### src/rtl/sha256_stream_hash_macros.svh
// Assertion macros used by the hasher RTL.
`ifndef SHA256_STREAM_HASH_MACROS_SVH
`define SHA256_STREAM_HASH_MACROS_SVH

// Same-cycle implication, checked out of reset.
`define SHS_ASSERT_IMP(lbl, ante, cons, msg) \
   lbl: assert property (@(posedge clock) disable iff (reset) (ante) |-> (cons)) \
      else $error(msg);

// Next-cycle implication, checked out of reset.
`define SHS_ASSERT_NXT(lbl, ante, cons, msg) \
   lbl: assert property (@(posedge clock) disable iff (reset) (ante) |=> (cons)) \
      else $error(msg);

`endif

### src/rtl/shs_pkg.sv
// Shared types, constants and round functions of the stream hasher.
`default_nettype none

package shs_pkg;

   typedef logic [31:0] word_type;

   // Eight chaining or working words, element 0 is word a / H0.
   typedef logic [0:7][31:0] hash_type;

   // Control from the sequencer to the block buffer.
   typedef struct packed {
      logic       shift_byte;
      logic       expand;
      logic [7:0] fill_byte;
   } sched_ctrl_type;

   localparam logic [7:0] PAD_BYTE   = 8'h80;
   localparam int unsigned BLOCK_BYTES = 64;
   localparam int unsigned LEN_START   = 56;

   localparam hash_type INITIAL_HASH = {
      32'h6a09e667, 32'hbb67ae85, 32'h3c6ef372, 32'ha54ff53a,
      32'h510e527f, 32'h9b05688c, 32'h1f83d9ab, 32'h5be0cd19
   };

   function automatic word_type rotr(input word_type x, input int unsigned s);
      return (x >> s) | (x << (32 - s));
   endfunction

   function automatic word_type big_sigma0(input word_type x);
      return rotr(x, 2) ^ rotr(x, 13) ^ rotr(x, 22);
   endfunction

   function automatic word_type big_sigma1(input word_type x);
      return rotr(x, 6) ^ rotr(x, 11) ^ rotr(x, 25);
   endfunction

   function automatic word_type small_sigma0(input word_type x);
      return rotr(x, 7) ^ rotr(x, 18) ^ (x >> 3);
   endfunction

   function automatic word_type small_sigma1(input word_type x);
      return rotr(x, 17) ^ rotr(x, 19) ^ (x >> 10);
   endfunction

   // Round constants, one per round.
   function automatic word_type round_k(input logic [5:0] idx);
      word_type k;
      case (idx)
         6'd0:  k = 32'h428a2f98;
         6'd1:  k = 32'h71374491;
         6'd2:  k = 32'hb5c0fbcf;
         6'd3:  k = 32'he9b5dba5;
         6'd4:  k = 32'h3956c25b;
         6'd5:  k = 32'h59f111f1;
         6'd6:  k = 32'h923f82a4;
         6'd7:  k = 32'hab1c5ed5;
         6'd8:  k = 32'hd807aa98;
         6'd9:  k = 32'h12835b01;
         6'd10: k = 32'h243185be;
         6'd11: k = 32'h550c7dc3;
         6'd12: k = 32'h72be5d74;
         6'd13: k = 32'h80deb1fe;
         6'd14: k = 32'h9bdc06a7;
         6'd15: k = 32'hc19bf174;
         6'd16: k = 32'he49b69c1;
         6'd17: k = 32'hefbe4786;
         6'd18: k = 32'h0fc19dc6;
         6'd19: k = 32'h240ca1cc;
         6'd20: k = 32'h2de92c6f;
         6'd21: k = 32'h4a7484aa;
         6'd22: k = 32'h5cb0a9dc;
         6'd23: k = 32'h76f988da;
         6'd24: k = 32'h983e5152;
         6'd25: k = 32'ha831c66d;
         6'd26: k = 32'hb00327c8;
         6'd27: k = 32'hbf597fc7;
         6'd28: k = 32'hc6e00bf3;
         6'd29: k = 32'hd5a79147;
         6'd30: k = 32'h06ca6351;
         6'd31: k = 32'h14292967;
         6'd32: k = 32'h27b70a85;
         6'd33: k = 32'h2e1b2138;
         6'd34: k = 32'h4d2c6dfc;
         6'd35: k = 32'h53380d13;
         6'd36: k = 32'h650a7354;
         6'd37: k = 32'h766a0abb;
         6'd38: k = 32'h81c2c92e;
         6'd39: k = 32'h92722c85;
         6'd40: k = 32'ha2bfe8a1;
         6'd41: k = 32'ha81a664b;
         6'd42: k = 32'hc24b8b70;
         6'd43: k = 32'hc76c51a3;
         6'd44: k = 32'hd192e819;
         6'd45: k = 32'hd6990624;
         6'd46: k = 32'hf40e3585;
         6'd47: k = 32'h106aa070;
         6'd48: k = 32'h19a4c116;
         6'd49: k = 32'h1e376c08;
         6'd50: k = 32'h2748774c;
         6'd51: k = 32'h34b0bcb5;
         6'd52: k = 32'h391c0cb3;
         6'd53: k = 32'h4ed8aa4a;
         6'd54: k = 32'h5b9cca4f;
         6'd55: k = 32'h682e6ff3;
         6'd56: k = 32'h748f82ee;
         6'd57: k = 32'h78a5636f;
         6'd58: k = 32'h84c87814;
         6'd59: k = 32'h8cc70208;
         6'd60: k = 32'h90befffa;
         6'd61: k = 32'ha4506ceb;
         6'd62: k = 32'hbef9a3f7;
         6'd63: k = 32'hc67178f2;
         default: k = '0;
      endcase
      return k;
   endfunction

endpackage

`default_nettype wire

### src/rtl/sha256_stream_hash.sv
// Byte-stream hasher: one byte per request, 8-word digest out.
// A data byte is taken while idle; each 64th byte then runs 64 rounds + add-back, stalling requests.
// A last request pads one byte per cycle to the block end, then compresses; an extra
// block (no room for the length) pads 64 more bytes and compresses again. Then 8 words,
// one per cycle while rsp_stall is low. The single shared round unit limits throughput.
// Synchronous reset loads the initial hash and clears all counters; no clearing pass.
`default_nettype none
`include "sha256_stream_hash_macros.svh"

module sha256_stream_hash (
   input  wire logic        clock,
   input  wire logic        reset,
   input  wire logic        req_valid,
   output logic             req_stall,
   input  wire logic [7:0]  req_data_byte,
   input  wire logic        req_has_data,
   input  wire logic        req_last_byte,
   output logic             rsp_valid,
   input  wire logic        rsp_stall,
   output logic [31:0]      rsp_digest_word,
   output logic [2:0]       rsp_word_index,
   output logic             rsp_last_word
);

   typedef enum logic [2:0] {
      ST_IDLE,
      ST_PAD,
      ST_COMP,
      ST_FIN,
      ST_OUT
   } state_type;

   typedef enum logic [1:0] {
      AFT_IDLE,
      AFT_PAD,
      AFT_OUT
   } after_type;

   state_type         state_ff, state_in;
   after_type         after_ff, after_in;
   logic [5:0]        count_ff, count_in;
   logic [63:0]       bitlen_ff, bitlen_in;
   logic [5:0]        round_ff, round_in;
   logic              sent80_ff, sent80_in;
   logic              final_ff, final_in;
   logic [2:0]        idx_ff, idx_in;
   shs_pkg::hash_type hash_ff, hash_in;
   shs_pkg::hash_type work_ff, work_in;

   shs_pkg::hash_type      work_next;
   shs_pkg::word_type      sched_word;
   shs_pkg::sched_ctrl_type sched_ctrl;
   logic [7:0]             pad_byte;
   logic                   req_take;
   logic                   rsp_take;

   assign req_stall = (state_ff != ST_IDLE);
   assign rsp_valid = (state_ff == ST_OUT);
   assign req_take  = req_valid && !req_stall;
   assign rsp_take  = rsp_valid && !rsp_stall;

   assign rsp_digest_word = hash_ff[0];
   assign rsp_word_index  = idx_ff;
   assign rsp_last_word   = (idx_ff == 3'd7);

   shs_round u_round (
      .work_cur   (work_ff),
      .sched_word (sched_word),
      .round_idx  (round_ff),
      .work_next  (work_next)
   );

   shs_sched u_sched (
      .clock      (clock),
      .ctrl       (sched_ctrl),
      .sched_word (sched_word)
   );

   // padding stream: 0x80, zeros, then big-endian bit length in the final block
   always_comb begin
      if (!sent80_ff) begin
         pad_byte = shs_pkg::PAD_BYTE;
      end else if (final_ff && (count_ff >= 6'(shs_pkg::LEN_START))) begin
         pad_byte = bitlen_ff[{~count_ff[2:0], 3'b000} +: 8];
      end else begin
         pad_byte = 8'h00;
      end
   end

   // sequencer
   always_comb begin
      state_in   = state_ff;
      after_in   = after_ff;
      count_in   = count_ff;
      bitlen_in  = bitlen_ff;
      round_in   = round_ff;
      sent80_in  = sent80_ff;
      final_in   = final_ff;
      idx_in     = idx_ff;
      hash_in    = hash_ff;
      work_in    = work_ff;
      sched_ctrl = '0;

      unique case (state_ff)
         ST_IDLE: begin
            if (req_take) begin
               sent80_in = 1'b0;
               final_in  = 1'b0;
               if (req_has_data) begin
                  sched_ctrl.shift_byte = 1'b1;
                  sched_ctrl.fill_byte  = req_data_byte;
                  count_in  = count_ff + 6'd1;
                  bitlen_in = bitlen_ff + 64'd8;
                  if (count_ff == 6'(shs_pkg::BLOCK_BYTES - 1)) begin
                     work_in  = hash_ff;
                     round_in = '0;
                     state_in = ST_COMP;
                     after_in = req_last_byte ? AFT_PAD : AFT_IDLE;
                  end else if (req_last_byte) begin
                     state_in = ST_PAD;
                  end
               end else if (req_last_byte) begin
                  state_in = ST_PAD;
               end
            end
         end
         ST_PAD: begin
            sched_ctrl.shift_byte = 1'b1;
            sched_ctrl.fill_byte  = pad_byte;
            count_in = count_ff + 6'd1;
            if (!sent80_ff) begin
               sent80_in = 1'b1;
               // length fits behind the pad byte only below the length field
               final_in  = (count_ff < 6'(shs_pkg::LEN_START));
            end
            if (count_ff == 6'(shs_pkg::BLOCK_BYTES - 1)) begin
               final_in = 1'b1;
               work_in  = hash_ff;
               round_in = '0;
               state_in = ST_COMP;
               after_in = final_ff ? AFT_OUT : AFT_PAD;
            end
         end
         ST_COMP: begin
            sched_ctrl.expand = 1'b1;
            work_in  = work_next;
            round_in = round_ff + 6'd1;
            if (round_ff == 6'(shs_pkg::BLOCK_BYTES - 1)) begin
               state_in = ST_FIN;
            end
         end
         ST_FIN: begin
            for (int i = 0; i < 8; i++) begin
               hash_in[i] = hash_ff[i] + work_ff[i];
            end
            idx_in = '0;
            unique case (after_ff)
               AFT_PAD: state_in = ST_PAD;
               AFT_OUT: state_in = ST_OUT;
               default: state_in = ST_IDLE;
            endcase
         end
         ST_OUT: begin
            if (rsp_take) begin
               // rotate so the next word sits at the output
               hash_in = {hash_ff[1:7], hash_ff[0]};
               idx_in  = idx_ff + 3'd1;
               if (idx_ff == 3'd7) begin
                  hash_in   = shs_pkg::INITIAL_HASH;
                  count_in  = '0;
                  bitlen_in = '0;
                  state_in  = ST_IDLE;
               end
            end
         end
         default: state_in = ST_IDLE;
      endcase
   end

   always_ff @(posedge clock) begin
      if (reset) begin
         state_ff  <= ST_IDLE;
         after_ff  <= AFT_IDLE;
         count_ff  <= '0;
         bitlen_ff <= '0;
         round_ff  <= '0;
         sent80_ff <= 1'b0;
         final_ff  <= 1'b0;
         idx_ff    <= '0;
         hash_ff   <= shs_pkg::INITIAL_HASH;
      end else begin
         state_ff  <= state_in;
         after_ff  <= after_in;
         count_ff  <= count_in;
         bitlen_ff <= bitlen_in;
         round_ff  <= round_in;
         sent80_ff <= sent80_in;
         final_ff  <= final_in;
         idx_ff    <= idx_in;
         hash_ff   <= hash_in;
      end
      work_ff <= work_in;
   end

   // checks
   `SHS_ASSERT_IMP(a_no_req_during_rsp, rsp_valid, req_stall, "request taken while digest out")
   `SHS_ASSERT_NXT(a_ready_after_digest, rsp_take && rsp_last_word,
      !req_stall && !rsp_valid, "not ready after final digest word")
   `SHS_ASSERT_NXT(a_comp_ends, (state_ff == ST_COMP) && (round_ff == 6'd63),
      state_ff == ST_FIN, "compression ran past 64 rounds")
   `SHS_ASSERT_IMP(a_digest_starts_at_zero, $rose(rsp_valid), rsp_word_index == 3'd0,
      "digest does not start at word 0")

endmodule

`default_nettype wire

### src/rtl/shs_round.sv
// One compression round, the arithmetic unit reused for all 64 rounds.
`default_nettype none

module shs_round (
   input  wire shs_pkg::hash_type work_cur,
   input  wire shs_pkg::word_type sched_word,
   input  wire logic [5:0]        round_idx,
   output shs_pkg::hash_type      work_next
);

   shs_pkg::word_type t1;
   shs_pkg::word_type t2;
   shs_pkg::word_type ch;
   shs_pkg::word_type maj;

   // choose / majority on e,f,g and a,b,c
   always_comb begin
      ch  = (work_cur[4] & work_cur[5]) ^ (~work_cur[4] & work_cur[6]);
      maj = (work_cur[0] & work_cur[1]) ^ (work_cur[0] & work_cur[2]) ^
            (work_cur[1] & work_cur[2]);
      t1  = work_cur[7] + shs_pkg::big_sigma1(work_cur[4]) + ch +
            shs_pkg::round_k(round_idx) + sched_word;
      t2  = shs_pkg::big_sigma0(work_cur[0]) + maj;
   end

   // shift the working words down one place
   assign work_next = {t1 + t2, work_cur[0], work_cur[1], work_cur[2],
                       work_cur[3] + t1, work_cur[4], work_cur[5], work_cur[6]};

endmodule

`default_nettype wire

### src/rtl/shs_sched.sv
// Block buffer: bytes shift in, then it rolls as the message schedule.
`default_nettype none

module shs_sched (
   input  wire logic                    clock,
   input  wire shs_pkg::sched_ctrl_type ctrl,
   output shs_pkg::word_type            sched_word
);

   // 16 words, word 0 in the top bits
   logic [511:0]      blk_ff;
   logic [511:0]      blk_in;
   shs_pkg::word_type w0;
   shs_pkg::word_type w1;
   shs_pkg::word_type w9;
   shs_pkg::word_type w14;
   shs_pkg::word_type w_new;

   assign w0  = blk_ff[511:480];
   assign w1  = blk_ff[479:448];
   assign w9  = blk_ff[223:192];
   assign w14 = blk_ff[63:32];

   // W[t+16] from the window W[t..t+15]
   assign w_new = shs_pkg::small_sigma1(w14) + w9 + shs_pkg::small_sigma0(w1) + w0;

   assign sched_word = w0;

   always_comb begin
      blk_in = blk_ff;
      if (ctrl.shift_byte) begin
         blk_in = {blk_ff[503:0], ctrl.fill_byte};
      end else if (ctrl.expand) begin
         blk_in = {blk_ff[479:0], w_new};
      end
   end

   always_ff @(posedge clock) begin
      blk_ff <= blk_in;
   end

endmodule

`default_nettype wire
### config.mk
export PLATFORM = sky130hd
export DESIGN_NAME = sha256_stream_hash
export DESIGN_NICKNAME = d
export VERILOG_FILES = /design/src/rtl/shs_pkg.sv /design/src/rtl/sha256_stream_hash.sv /design/src/rtl/shs_round.sv /design/src/rtl/shs_sched.sv
export VERILOG_INCLUDE_DIRS = /design/src /design/src/rtl
export SDC_FILE = /design/constraint.sdc
export NUM_CORES = 2
export LEC_CHECK = 0
export BUFFER_PORTS_ARGS = -buffer_cell sky130_fd_sc_hd__buf_2
export CAP_MARGIN = 20
export CORE_ASPECT_RATIO = 2
export CORE_MARGIN = 2
export CORE_UTILIZATION = 59
export CTS_CLUSTER_DIAMETER = 30
export DETAILED_ROUTE_END_ITERATION = 8
export GPL_TIMING_DRIVEN = 0
export PLACE_DENSITY = 0.79
export RECOVER_POWER = 50
export SYNTH_ARGS = -nofsm -noshare
export SYNTH_HDL_FRONTEND = slang
export SYNTH_HIERARCHICAL = 1
export SYNTH_SLANG_ARGS = --single-unit
### constraint.sdc
create_clock -name clock -period 10.3 [get_ports clock]
set_input_delay 1.03 -clock clock [delete_from_list [all_inputs] [get_ports clock]]
set_output_delay 1.03 -clock clock [all_outputs]
set_load 0.01 [all_outputs]
==> Flow_metrics.wiki, run 1 <==
{| class="wikitable"
! Metric !! Value
|-
| Outcome || stopped before the end
|-
| Stop stage || global routing (5_1_grt)
|-
| First error message || [ERROR GRT-0116] Global routing finished with congestion. Check the congestion regions in the DRC Viewer.
|-
| Via count of the first global-routing pass || between 80000 and 90000
|-
| Root Buffer Master || sky130_fd_sc_hd__clkbuf_16
|-
| Pin count of the biggest net entering global routing || 79
|-
| IO Count || 52
|-
| Total cell area at the placement stage || 83000 µm²
|-
| Standard-cell row count || 190
|-
| Prevailing post-synth register cell || sky130_fd_sc_hd__edfxtp_1
|-
| Total congestion overflow || 465
|-
| Starting density of the core || 59.2%
|-
| Number of synthesized flops with an enable pin || 768
|-
| Avg Inst Size Synth || roughly 10 µm²
|-
| Die height || 522 µm
|-
| Sinks on the clock net || 1107
|-
| Die width || 263 µm
|-
| Ys Warns || 6
|-
| Count of input and output buffers || 50
|-
| Instance count of the mapped netlist || 7795
|-
| Fraction of post-synthesis cell area in the top cell type by area || 29.2%
|-
| Cell type with the highest aggregate area in the netlist || sky130_fd_sc_hd__edfxtp_1
|-
| Placer Congestion || 1.12
|-
| Area contributors post-synth || sky130_fd_sc_hd__edfxtp_1, sky130_fd_sc_hd__mux2_2, sky130_fd_sc_hd__dfxtp_1
|-
| Post-detailed-placement half-perimeter wirelength || slightly below 300000 µm
|-
| Maximum clock path buffer count || 4
|-
| Count of distinct cell types in the synthesized netlist || 119
|-
| First-pass GRT wire length || 648000 µm
|-
| Hold-fix buffers at CTS || 0
|-
| Post-synthesis instance area || 79100 µm²
|-
| Seq/Total Area, Yosys || 37.7%
|-
| Number of synthesized register bits || 1107
|-
| Clock buffers created by TritonCTS || 158
|-
| Proportion of register bits with asynchronous set or reset after synthesis || 0%
|-
| All-Layer GR Usage || approximately 66%
|-
| Placed Cells || 9657
|-
| Number of H-tree levels || 4
|-
| Net count after synthesis || between 8000 and 9000
|}
kinds of logic after synthesis:
kind of cell | Yosys count | share of synthesized area [%]
AO/OA/AOI/OAI | 1886 | 15.6
AND/OR/NAND/NOR | 1628 | 10.0
buffers and inverters | 1137 | 6.64
flip-flops | 1107 | 37.7
multiplexers | 825 | 11.9
XOR/XNOR | 618 | 6.86
adder cells (fa/ha/maj) | 594 | 11.2
metrics by stage:
stage	hold WS (ns)	setup slack (ns)
after CTS	0.474	0.0346
after detailed placement	0.466	-1.29
after floorplan	0.454	0.246
after global placement	0.462	-5.58
cell usage after synthesis (51+ instances only):
cell type and instances:
sky130_fd_sc_hd__edfxtp_1 768, sky130_fd_sc_hd__mux2_2 749, sky130_fd_sc_hd__inv_1 497, sky130_fd_sc_hd__a21oi_1 483, sky130_fd_sc_hd__nor2_1 457, sky130_fd_sc_hd__o21ai_0 444, sky130_fd_sc_hd__xnor2_1 403, sky130_fd_sc_hd__ha_1 396
sky130_fd_sc_hd__nand2_1 385, sky130_fd_sc_hd__clkbuf_1 346, sky130_fd_sc_hd__dfxtp_1 339, sky130_fd_sc_hd__buf_4 257, sky130_fd_sc_hd__xor2_1 214, sky130_fd_sc_hd__a21o_1 211, sky130_fd_sc_hd__nor3_1 207, sky130_fd_sc_hd__fa_1 195
sky130_fd_sc_hd__nand3_1 119, sky130_fd_sc_hd__a211oi_1 110, sky130_fd_sc_hd__nand2b_1 103, sky130_fd_sc_hd__o21bai_1 71, sky130_fd_sc_hd__o211ai_1 69, sky130_fd_sc_hd__a31oi_1 56, sky130_fd_sc_hd__mux2i_1 56, sky130_fd_sc_hd__and3_1 51
layer usage:
layer,overflow,global-route usage [%]
met4,210,77.1
met5,0,9.55
met1,4,61.1
met3,7,39.2
met2,244,92.3
timing repair:
item | in CTS
pin swaps | 1
setup buffers | 2
endpoints found under the setup margin | 12
gates cloned | 0
resized for setup | 28
==> run 2, diff against run 1 <==
- CORE_ASPECT_RATIO: 2 -> unset
- CORE_UTILIZATION: 59 -> 40
- CTS_CLUSTER_DIAMETER: 30 -> unset
- PLACE_DENSITY: 0.79 -> unset
- PLACE_DENSITY_LB_ADDON: unset -> 0.15
- clock period: 10.3 -> 13.4 ns (I/O delays scaled with it)
==> Flow_metrics.wiki, run 2 <==
{| class="wikitable"
! Metric !! Value
|-
| Outcome || finished with violations
|-
| Violations in the final reports || capacitance limit, slew limit
|-
| CP Launch Point || round_ff[0]$_SDFFE_PP0P_
|-
| Residual DRC || 0
|-
| CP Max Fanout || 14
|-
| Area added between synthesis and finish || 11.7%
|-
| Proportion of register bits with asynchronous set or reset after synthesis || 0% (unchanged)
|-
| Die footprint || 201000 µm²
|-
| Ys Warns || 6 (unchanged)
|-
| First-pass iteration count of the detailed router || 8
|-
| Launch point of the worst hold path || count_ff[5]$_SDFFE_PP0P_
|-
| Worst slack, placed || 1.80 ns (+3.09 ns)
|-
| Prevailing post-synth register cell || sky130_fd_sc_hd__edfxtp_1
|-
| Critical Path End Type || register
|-
| Placer Congestion || 1.03 (-7.5%)
|-
| Final Worst Setup Slack || around 1.5 ns
|-
| Flip-flop count of the largest register after layout || 512
|-
| Placeable core region || 197000 µm²
|-
| Sinks on the clock net || 1107 (unchanged)
|-
| Net count after synthesis || 8400 (unchanged)
|-
| Count of input and output buffers || 50 (unchanged)
|-
| Multi-input logic area || 44000 µm²
|-
| Maximum frequency from static timing analysis || around 84 MHz
|-
| Count of distinct cell types in the synthesized netlist || 119 (unchanged)
|-
| Slew at the pin closest to its max-slew limit || 3.67 ns
|-
| Worst path max stage delay || 0.81 ns
|-
| Number of H-tree levels || 4 (unchanged)
|-
| Clock tree from TritonCTS || yes
|-
| Register-to-Register Setup Slack || 1.45 ns
|-
| Register Area || 29800 µm²
|-
| Setup repair after global routing missed its margin || no
|-
| Leading cell types in the layout, fill and taps excluded || sky130_fd_sc_hd__edfxtp_1, sky130_fd_sc_hd__mux2_2, sky130_fd_sc_hd__inv_1, sky130_fd_sc_hd__a21oi_1, sky130_fd_sc_hd__nor2_1
|-
| Instance count of the mapped netlist || 7795 (unchanged)
|-
| Antenna viol nets, final || 0
|-
| Leading cell type in the layout, fill and taps excluded || sky130_fd_sc_hd__edfxtp_1
|-
| Root Buffer Master || sky130_fd_sc_hd__clkbuf_16
|-
| Standard-cell row count || 163 (-14%)
|-
| Post-CTS Setup Bufs || 0 (-2)
|-
| Number of synthesized register bits || 1107 (unchanged)
|-
| Total congestion overflow || 0
|-
| Post-synthesis instance area || 79100 µm² (unchanged)
|-
| Critical path's slowest cell || sky130_fd_sc_hd__nor2_1
|-
| Hold-fix buffers at CTS || 0 (unchanged)
|-
| Setup Crit Path Kind || reg -> reg
|-
| Cell type with the highest aggregate area in the netlist || sky130_fd_sc_hd__edfxtp_1
|-
| Slew headroom || -145%
|-
| Final clock skew || 0.0853 ns
|-
| Worst setup path end || work_ff[255]$_DFFE_PP_
|-
| Area contributors post-synth || sky130_fd_sc_hd__edfxtp_1, sky130_fd_sc_hd__mux2_2, sky130_fd_sc_hd__dfxtp_1
|-
| Clock buffers created by TritonCTS || 136 (-14%)
|-
| Number of antenna violations at the first check in global routing || 21
|-
| Clock period minus worst slack || 11.95 ns
|-
| Fillers || 19100
|-
| Count of final setup violators || 0
|-
| Starting DRC count in detailed routing || 8409
|-
| Number of hold-slack violations in the final timing report || 0
|-
| Number of synthesized flops with an enable pin || 768 (unchanged)
|-
| Reg-to-Reg Start || round_ff[0]$_SDFFE_PP0P_
|-
| Avg Inst Size Synth || 10.1 µm² (unchanged)
|-
| Reg2reg path depth || 33
|-
| Fraction of post-synthesis cell area in the top cell type by area || 29.2% (unchanged)
|-
| Maximum clock path buffer count || 3 (-1)
|-
| Starting density of the core || 40.2% (-19 points)
|-
| All-Layer GR Usage || 32.5%
|-
| First-pass GRT wire length || 471000 µm
|-
| Final setup TNS || 0 ns
|-
| Fraction of layout cells with a size suffix above 1 || between 15 and 20%
|-
| Routed vias || 65600
|-
| Drt total wl || 339000 µm
|-
| Final Max Tran Viols || 322
|-
| Fin crit share || 89.2%
|-
| Reg-to-reg endpoint || work_ff[255]$_DFFE_PP_
|-
| Die width || 449 µm (+71%)
|-
| Library cell with the highest instance count after synthesis || sky130_fd_sc_hd__edfxtp_1
|-
| Pin count of the biggest net entering global routing || 71
|-
| Skew-Pair Late Insertion Delay || 0.83 ns
|-
| Via count of the first global-routing pass || around 62000
|-
| Die height || 449 µm (-14%)
|-
| Number of cells in the finished layout apart from fillers || 10800
|-
| Count of nets after finishing || 8667
|-
| Top cells by count, synth || sky130_fd_sc_hd__edfxtp_1, sky130_fd_sc_hd__mux2_2, sky130_fd_sc_hd__inv_1
|-
| Data required time of the worst path || 13.95 ns
|-
| Endpoint arrival time on the critical path || 12.50 ns
|-
| Total of cells resized after clock tree synthesis || 0 (-100%)
|-
| Registers with the highest flip-flop counts || u_sched/blk_ff x512, work_ff x256, hash_ff x224
|-
| Register clock-pin slew on the reported worst setup and hold paths || 0.06 ns
|-
| Largest Register || u_sched/blk_ff
|-
| Via density per instance || 6.06
|-
| Max-capacitance violation count || 11
|-
| Seq/Total Area, Yosys || 37.7% (unchanged)
|-
| Startpoint Class || register
|-
| Routed wire length per instance || 31.3 µm
|-
| Post-detailed-placement half-perimeter wirelength || 266000 µm (-9.7%)
|-
| IO Count || 52 (unchanged)
|-
| Placed Cells || 10600 (+9.3%)
|-
| Crit-path most repeated cell || sky130_fd_sc_hd__ha_1
|-
| Worst hold path type || reg -> reg
|}
## run 2: area by class of cell
cell class / instances / share of cell area [%]
buffer: 638 / 3.83
clock buffer: 186 / 4.31
clock inverter: 61 / 0.889
timing repair buffer: 129 / 1.54
sequential: 1107 / 33.8
tap: 2640 / 3.74
multi-input combinational: 5551 / 49.8
antenna: 13 / 0.0368
inverter: 499 / 2.12
## run 2: per-layer routing
layer	vias up	GRT usage, %	part of all wire (%)
met4	8	12.5	4.3
met2	3500	47.3	42
met1	32800	46.1	43
li1	28600	-	-
met3	629	7.99	10
met5	-	0	0.016
## run 2: cell families (layout without fill, tap and decap cells)
group | Yosys count | in the layout | synth area share, %
other | 0 | 13 | 0
muxes | 825 | 825 | 11.9
DFF | 1107 | 1107 | 37.7
and+or+nand+nor | 1628 | 1628 | 10.0
AOI/OAI and AO/OA | 1886 | 1886 | 15.6
buffers and inverters | 1137 | 1513 | 6.64
adders and majority gates | 594 | 594 | 11.2
xor gates and xnor gates | 618 | 618 | 6.86
## run 2: worst min path at each step
stage,endpoint,slack (ns),cells after the start
final,count_ff[5]$_SDFFE_PP0P_,0.49,2
after CTS,count_ff[5]$_SDFFE_PP0P_,0.50,2
after global routing,count_ff[5]$_SDFFE_PP0P_,0.52,2
after detailed placement,count_ff[5]$_SDFFE_PP0P_,0.49,2
after global placement,count_ff[5]$_SDFFE_PP0P_,0.47,2
after floorplan,count_ff[5]$_SDFFE_PP0P_,0.45,2
## run 2: per-stage QoR
stage	hold WS [ns]	cell area, µm²	util (%)
after floorplan	0.454	79100	-
after global placement	0.470	82700	42.0
after detailed placement	0.486	83900	42.6
after CTS	0.495	88500	44.9
after global routing	0.516	88300	44.8
final	0.491	88400	44.9
## run 2: worst max-delay path: cells and delay by family (launching register included)
kind,cells,cell delay (ns)
compound gates,15,4.30
xor+xnor,2,0.95
fa+ha+maj,6,2.17
buf+inv,5,1.29
flops,1,0.80
mux,2,0.97
simple gates,3,1.20
Power of run 2 is not shown: default switching activity piles up to over one toggle a cycle in this logic, so the estimate is an artifact.
